--- src/rtl/qdsr_pkg.sv ---
// ----------------------------------------------------------------------------
// qdsr_pkg
// Shared types, constants and helpers of the quadrature decoder readout core.
// ----------------------------------------------------------------------------
package qdsr_pkg;

    // Default sizing
    localparam int CHANNELS_DEF     = 6;
    localparam int COUNTER_BITS_DEF = 16;

    // Payload field widths
    localparam int CMD_W     = 2;
    localparam int CHAN_W    = 3;
    localparam int PHASE_W   = 2;
    localparam int BYTE_W    = 8;
    localparam int S_TDATA_W = 16;   // channel, phase_bits, rx_byte, zero fill
    localparam int M_TDATA_W = 8;

    // Request kinds carried on tuser
    typedef enum logic [CMD_W-1:0] {
        CMD_SAMPLE = 2'd0,
        CMD_SELECT = 2'd1,
        CMD_RX     = 2'd2,
        CMD_TX     = 2'd3
    } cmd_t;

    // Received command bytes
    localparam logic [BYTE_W-1:0] RX_POSITIONS = 8'h55;
    localparam logic [BYTE_W-1:0] RX_ERRORS    = 8'hAA;

    // Place of a phase code in the forward cycle 00,10,11,01
    function automatic logic [PHASE_W-1:0] cycle_pos(input logic [PHASE_W-1:0] code);
        logic [PHASE_W-1:0] p;
        case (code)
            2'b00:   p = 2'd0;
            2'b10:   p = 2'd1;
            2'b11:   p = 2'd2;
            2'b01:   p = 2'd3;
            default: p = 2'd0;
        endcase
        return p;
    endfunction

endpackage

--- src/rtl/quadrature_decoder_spi_readout_core.sv ---
// ----------------------------------------------------------------------------
// quadrature_decoder_spi_readout_core
// Multi-channel quadrature decoder with position and error counts and a
// byte-serial snapshot readout.
// ----------------------------------------------------------------------------
// One request is taken every clock cycle, back to back, save for the stall
// below. Requests pass an input register, then one short pass of per-channel
// counter logic and a byte select from the readout buffer, then the result
// register, where a byte that a request yields shows on the result port. All
// counters, phases and the 2*CHANNELS-byte buffer live in flip-flops and are
// cleared by reset, so no start-up sweep is needed. The input side stalls
// only while a result waits unclaimed and the next request also yields one.
module quadrature_decoder_spi_readout_core
    import qdsr_pkg::*;
#(
    parameter int CHANNELS     = CHANNELS_DEF,
    parameter int COUNTER_BITS = COUNTER_BITS_DEF
) (
    input  logic                  aclk,
    input  logic                  aresetn,

    input  logic                  s_axis_tvalid,
    output logic                  s_axis_tready,
    input  logic [S_TDATA_W-1:0]  s_axis_tdata,   // [2:0] channel, [4:3] phase_bits,
                                                  // [12:5] rx_byte, [15:13] zero
    input  logic [CMD_W-1:0]      s_axis_tuser,   // [1:0] command

    output logic                  m_axis_tvalid,
    input  logic                  m_axis_tready,
    output logic [M_TDATA_W-1:0]  m_axis_tdata    // [7:0] tx_byte
);

    localparam int BYTES = 2 * CHANNELS;
    localparam int IDX_W = (BYTES > 1) ? $clog2(BYTES) : 1;
    localparam int PTR_W = $clog2(BYTES + 1);

    // Input register
    logic                  in_valid_reg;
    cmd_t                  cmd_reg;
    logic [CHAN_W-1:0]     chan_reg;
    logic [PHASE_W-1:0]    phase_reg;
    logic [BYTE_W-1:0]     rx_reg;

    // Decoder and readout state
    logic [COUNTER_BITS-1:0] pos_reg   [CHANNELS];
    logic [COUNTER_BITS-1:0] pos_next  [CHANNELS];
    logic [COUNTER_BITS-1:0] err_reg   [CHANNELS];
    logic [COUNTER_BITS-1:0] err_next  [CHANNELS];
    logic [PHASE_W-1:0]      ph_reg    [CHANNELS];
    logic [PHASE_W-1:0]      ph_next   [CHANNELS];
    logic [BYTE_W-1:0]       rbuf_reg  [BYTES];
    logic [BYTE_W-1:0]       rbuf_next [BYTES];
    logic [PTR_W-1:0]        ptr_reg;
    logic [PTR_W-1:0]        ptr_next;

    // Result register
    logic                  out_valid_reg;
    logic [BYTE_W-1:0]     tx_reg;
    logic [BYTE_W-1:0]     tx_next;

    logic                  has_result;
    logic                  out_free;
    logic                  proceed;
    logic [IDX_W-1:0]      tx_idx;
    logic [COUNTER_BITS-1:0] pos_clr [CHANNELS];
    logic [PHASE_W-1:0]      step    [CHANNELS];
    logic [15:0]             src16   [CHANNELS];

    // Handshake: the staged request moves on when it yields no result or its result has room
    assign out_free      = !out_valid_reg || m_axis_tready;
    assign proceed       = in_valid_reg && (!has_result || out_free);
    assign s_axis_tready = !in_valid_reg || proceed;
    assign m_axis_tvalid = out_valid_reg;
    assign m_axis_tdata  = tx_reg;

    // Capture the request
    always_ff @(posedge aclk) begin
        if (!aresetn) begin
            in_valid_reg <= 1'b0;
        end else if (s_axis_tready) begin
            in_valid_reg <= s_axis_tvalid;
        end
        if (s_axis_tvalid && s_axis_tready) begin
            cmd_reg   <= cmd_t'(s_axis_tuser);
            chan_reg  <= s_axis_tdata[2:0];
            phase_reg <= s_axis_tdata[4:3];
            rx_reg    <= s_axis_tdata[12:5];
        end
    end

    // Work out the next state and the result byte
    always_comb begin
        pos_next   = pos_reg;
        err_next   = err_reg;
        ph_next    = ph_reg;
        rbuf_next  = rbuf_reg;
        ptr_next   = ptr_reg;
        tx_next    = tx_reg;
        has_result = 1'b0;

        // Per-channel all-ones clear, phase step and snapshot source
        for (int i = 0; i < CHANNELS; i++) begin
            pos_clr[i] = (pos_reg[i] == '1) ? '0 : pos_reg[i];
            step[i]    = cycle_pos(phase_reg) - cycle_pos(ph_reg[i]);
            src16[i]   = (rx_reg == RX_ERRORS) ? 16'(err_reg[i]) : 16'(pos_reg[i]);
        end

        // Wrap the pointer at the buffer end before a transmit
        tx_idx = (ptr_reg >= PTR_W'(BYTES)) ? '0 : ptr_reg[IDX_W-1:0];

        case (cmd_reg)
            CMD_SAMPLE: begin
                for (int i = 0; i < CHANNELS; i++) begin
                    if (int'(chan_reg) == i) begin
                        pos_next[i] = pos_clr[i];
                        ph_next[i]  = phase_reg;
                        case (step[i])
                            2'd1:    pos_next[i] = pos_clr[i] + 1'b1;
                            2'd3:    pos_next[i] = pos_clr[i] - 1'b1;
                            2'd2:    err_next[i] = err_reg[i] + 1'b1;
                            default: ;
                        endcase
                    end
                end
            end
            CMD_SELECT: begin
                ptr_next = '0;
            end
            CMD_RX: begin
                if (rx_reg == RX_POSITIONS || rx_reg == RX_ERRORS) begin
                    for (int i = 0; i < CHANNELS; i++) begin
                        rbuf_next[2*i]   = src16[i][7:0];
                        rbuf_next[2*i+1] = src16[i][15:8];
                    end
                    tx_next    = src16[0][7:0];
                    ptr_next   = PTR_W'(1);
                    has_result = 1'b1;
                end
            end
            CMD_TX: begin
                tx_next    = rbuf_reg[tx_idx];
                ptr_next   = PTR_W'(tx_idx) + PTR_W'(1);
                has_result = 1'b1;
            end
            default: ;
        endcase
    end

    // Commit the state when the request moves on
    always_ff @(posedge aclk) begin
        if (!aresetn) begin
            for (int i = 0; i < CHANNELS; i++) begin
                pos_reg[i] <= '0;
                err_reg[i] <= '0;
                ph_reg[i]  <= '0;
            end
            for (int j = 0; j < BYTES; j++) begin
                rbuf_reg[j] <= '0;
            end
            ptr_reg <= '0;
        end else if (proceed) begin
            pos_reg  <= pos_next;
            err_reg  <= err_next;
            ph_reg   <= ph_next;
            rbuf_reg <= rbuf_next;
            ptr_reg  <= ptr_next;
        end
    end

    // Hold the result until it is taken
    always_ff @(posedge aclk) begin
        if (!aresetn) begin
            out_valid_reg <= 1'b0;
        end else if (proceed && has_result) begin
            out_valid_reg <= 1'b1;
        end else if (m_axis_tready) begin
            out_valid_reg <= 1'b0;
        end
        if (proceed && has_result) begin
            tx_reg <= tx_next;
        end
    end

    // Checks
    a_ptr_range: assert property (@(posedge aclk) disable iff (!aresetn)
        ptr_reg <= PTR_W'(BYTES))
        else $error("readout pointer beyond buffer end");

    a_result_lands: assert property (@(posedge aclk) disable iff (!aresetn)
        proceed && has_result |=> out_valid_reg && tx_reg == $past(tx_next))
        else $error("result byte not loaded");

    a_stall_holds: assert property (@(posedge aclk) disable iff (!aresetn)
        in_valid_reg && !proceed |=> in_valid_reg && $stable(cmd_reg) && $stable(rx_reg))
        else $error("stalled request lost");

    a_snapshot_ptr: assert property (@(posedge aclk) disable iff (!aresetn)
        proceed && cmd_reg == CMD_RX && has_result |=> ptr_reg == PTR_W'(1))
        else $error("snapshot did not set pointer to one");

    a_select_ptr: assert property (@(posedge aclk) disable iff (!aresetn)
        proceed && cmd_reg == CMD_SELECT |=> ptr_reg == '0)
        else $error("select did not rewind pointer");

endmodule

--- config.mk ---
export PLATFORM = sky130hd
export DESIGN_NAME = quadrature_decoder_spi_readout_core
export DESIGN_NICKNAME = d
export VERILOG_FILES = /design/src/rtl/qdsr_pkg.sv /design/src/rtl/quadrature_decoder_spi_readout_core.sv
export SDC_FILE = /design/constraint.sdc
export NUM_CORES = 1
export LEC_CHECK = 0
export BUFFER_PORTS_ARGS = -buffer_cell sky130_fd_sc_hd__buf_2
export CORE_AREA = 2 2 230 175
export DETAILED_ROUTE_END_ITERATION = 7
export DIE_AREA = 0 0 232 177
export MAX_ROUTING_LAYER = met4
export PLACE_DENSITY_LB_ADDON = 0.08
export RECOVER_POWER = 25
export SYNTH_ARGS = -nofsm -noshare
export SYNTH_HDL_FRONTEND = slang
export SYNTH_SLANG_ARGS = --single-unit
--- constraint.sdc ---
create_clock -name aclk -period 10.8 [get_ports aclk]
set_input_delay 1.08 -clock aclk [delete_from_list [all_inputs] [get_ports aclk]]
set_output_delay 1.08 -clock aclk [all_outputs]
set_load 0.02 [all_outputs]
==> flow_summary.toml <==
[sta]
finalSetupViolCount = 0
min_period_ns = 6.929
fmax_ghz = 0.1443
setup_tns_ns = 0
tightest_slew_ns = 4.225
period_share_pct = 64.16
clock_skew_ns = 0.02076
slew_headroom_pct = -181.7
finalHoldViolations = 0
slew_violations = 330
rsz0062_at_grt = "no"
whs_ns = 0.4774
fin_ws_ns = 3.871

[place]
dp_hpwl_um = 34490
io_buffers = 28
gp_congestion = 0.8642
dp_slack_ns = 5.795

[status]
status = "finished, violations left"
violations = "max-capacitance violations, max-slew violations"

[power_and_ir_drop]
power.density_nw_per_um2 = 127.9
total_power_mw = 2.672
peakVddDrop_uv = 109.8
p_leak_nw = 8.115

[worst_setup_path]
endpoint_kind = "flip-flop"
slowest_delay_ns = 2.70
crit_slowest_cell = "clkinvlp_2"
crit_chain = "buf_2, buf_4, clkinvlp_2, clkbuf_1, a31oi_1"
crit_fanout = 96
crit_required_ns = 11.19
crit_type = "in2reg"
critPathLaunchType = "input port"
worst_ep_arrival_time_ns = 7.32

[clock_network]
htree_levels = 2
cts_setup_buffers = 0
cts_buffers = 37
cts_resized = 0
cts.sinks = 329
path_clk_slew_ns = 0.06
cts_tree = "built"
clkLatencyLatePin_ns = 0.54
cts_hold_buf = 0
clock_tree.buffer_depth = 3
cts_root_buffer = "clkbuf_16"

[route]
wl_um = 49320
via_per_inst = 5.839
num_vias = 16420
drcViolationCount = 0
drtIter0Drc = 1374
firstDrtPassIters = 8
wl_per_cell_um = 17.54
ant_nets = 0

[floorplanning]
io_pins = 32
dieArea_um2 = 41060
die_h_um = 177
dieWidth_um = 232
fp.coreArea_um2 = 39020
rows = 63
initial_utilization_pct = 49.32

[global_routing]
grt.total_usage_pct = 24.81
grt_pass1_wl_um = 80650
antenna_found_initial = 0
grt.overflow.total = 0
first_global_vias = 15160
grt_max_degree = 115

[synth]
post_synth_num_cell_types = 82
avgSynthCellArea_um2 = 8.366
ys_ff_latch = 329
syn_inst = 2300
ys_warn_count = 0
synth_nets = 2446
async_flop_share_pct = 0
synth_area_um2 = 19240
synth_edf_count = 23
synthFlopType = "dfxtp_1"
yosysSeqAreaShare_pct = 35.42

[final_layout]
num_antenna_cells = 0
mostFrequentLayoutCell = "nor2_1"
nets = 2413
most-common-layout-cells = "340 x nor2_1, 306 x dfxtp_1, 187 x nand2_1"
syn_to_final_growth_pct = 8.570
fillers = 3726
drive_gt1_share_pct = 4.799

[worst_hold_path]
min_path_type = "reg2reg"

[flow_run]
cap_violations = 4
[through the flow]
step / area [µm²] / cells / utilization [%]
after global routing: 20890 / 2812 / 53.54
after detailed placement: 19750 / 2748 / 50.60
after floorplan: 19240 / 2300 / -
after CTS: 20940 / 2812 / 53.67
final: 20890 / 2812 / 53.54
after global placement: 19750 / 2748 / 50.60
[final cells by class]
type	instances	area [µm²]	area share (%)
Multi-Input combinational cell	1797	11770	56.34
Clock inverter	11	116.4	0.5570
Sequential cell	329	6817	32.63
Tap cell	520	650.6	3.114
Timing Repair Buffer	45	244.0	1.168
Inverter	57	215.2	1.030
Clock buffer	53	1079	5.163
[cells by family (layout without fill, tap and decap cells)]
group | after synthesis | after routing | synth area share (%)
compound gates | 525 | 525 | 17.82
xor+xnor | 144 | 144 | 6.697
fa+ha+maj | 124 | 124 | 8.297
buf+inv | 174 | 166 | 3.453
flops | 329 | 329 | 35.42
mux | 118 | 118 | 6.138
simple gates | 886 | 886 | 22.17
[synth_stat cells, types with 21 or more instances]
cell / instances / area share [%]
a211oi_1: 99 / 3.9
a21o_1: 23 / 0.90
a21oi_1: 129 / 3.4
a22oi_1: 47 / 1.8
a31oi_1: 23 / 0.75
and2_1: 69 / 2.2
and3_1: 21 / 0.68
clkbuf_1: 109 / 2.1
dfxtp_1: 306 / 32
edfxtp_1: 23 / 3.6
ha_1: 118 / 7.7
inv_1: 55 / 1.1
mux2i_1: 118 / 6.1
nand2_1: 188 / 3.7
nand3_1: 47 / 1.2
nand4_1: 53 / 1.7
nor2_1: 340 / 6.6
nor2b_1: 45 / 1.5
nor3_1: 30 / 0.78
o21ai_0: 79 / 2.1
o22ai_1: 26 / 0.85
or3_1: 24 / 0.78
xnor2_1: 69 / 3.1
xor2_1: 73 / 3.3
[path summary, 6_finish.rpt]
kind                                  from           end  slack [ns]  depth (start not counted)
worst max-delay path               aresetn   pos_reg[78]        3.87                          5
worst min-delay path            ptr_reg[1]    ptr_reg[1]        0.48                          2
worst max register to register   rx_reg[6]  rbuf_reg[34]        4.35                          8
worst min register to register  ptr_reg[1]    ptr_reg[1]        0.48                          2
[per-layer routing]
metal / wire length [µm] / track usage [%] / share of wire, % / vias to the layer above
li1: - / - / - / 8175
met1: 25510 / 36.79 / 52 / 7817
met2: 20350 / 35.45 / 41 / 354
met3: 2589 / 3.576 / 5.2 / 72
met4: 867 / 5.369 / 1.8 / 0
met5: 0 / - / 0 / -
[critical path: cells and delay by family]
family	cells	cell delay (ns)
buffers and inverters	4	5.36
AO/OA/AOI/OAI	1	0.75
[power breakdown]
| group | switching [mW] | internal [mW] | leakage [nW] |
|---|---|---|---|
| sequential | 0.00592 | 1.23 | 2.68 |
| combinational | 0.108 | 0.0554 | 4.83 |
| clock | 0.526 | 0.743 | 0.596 |
Power figures use the tool's default switching activity.
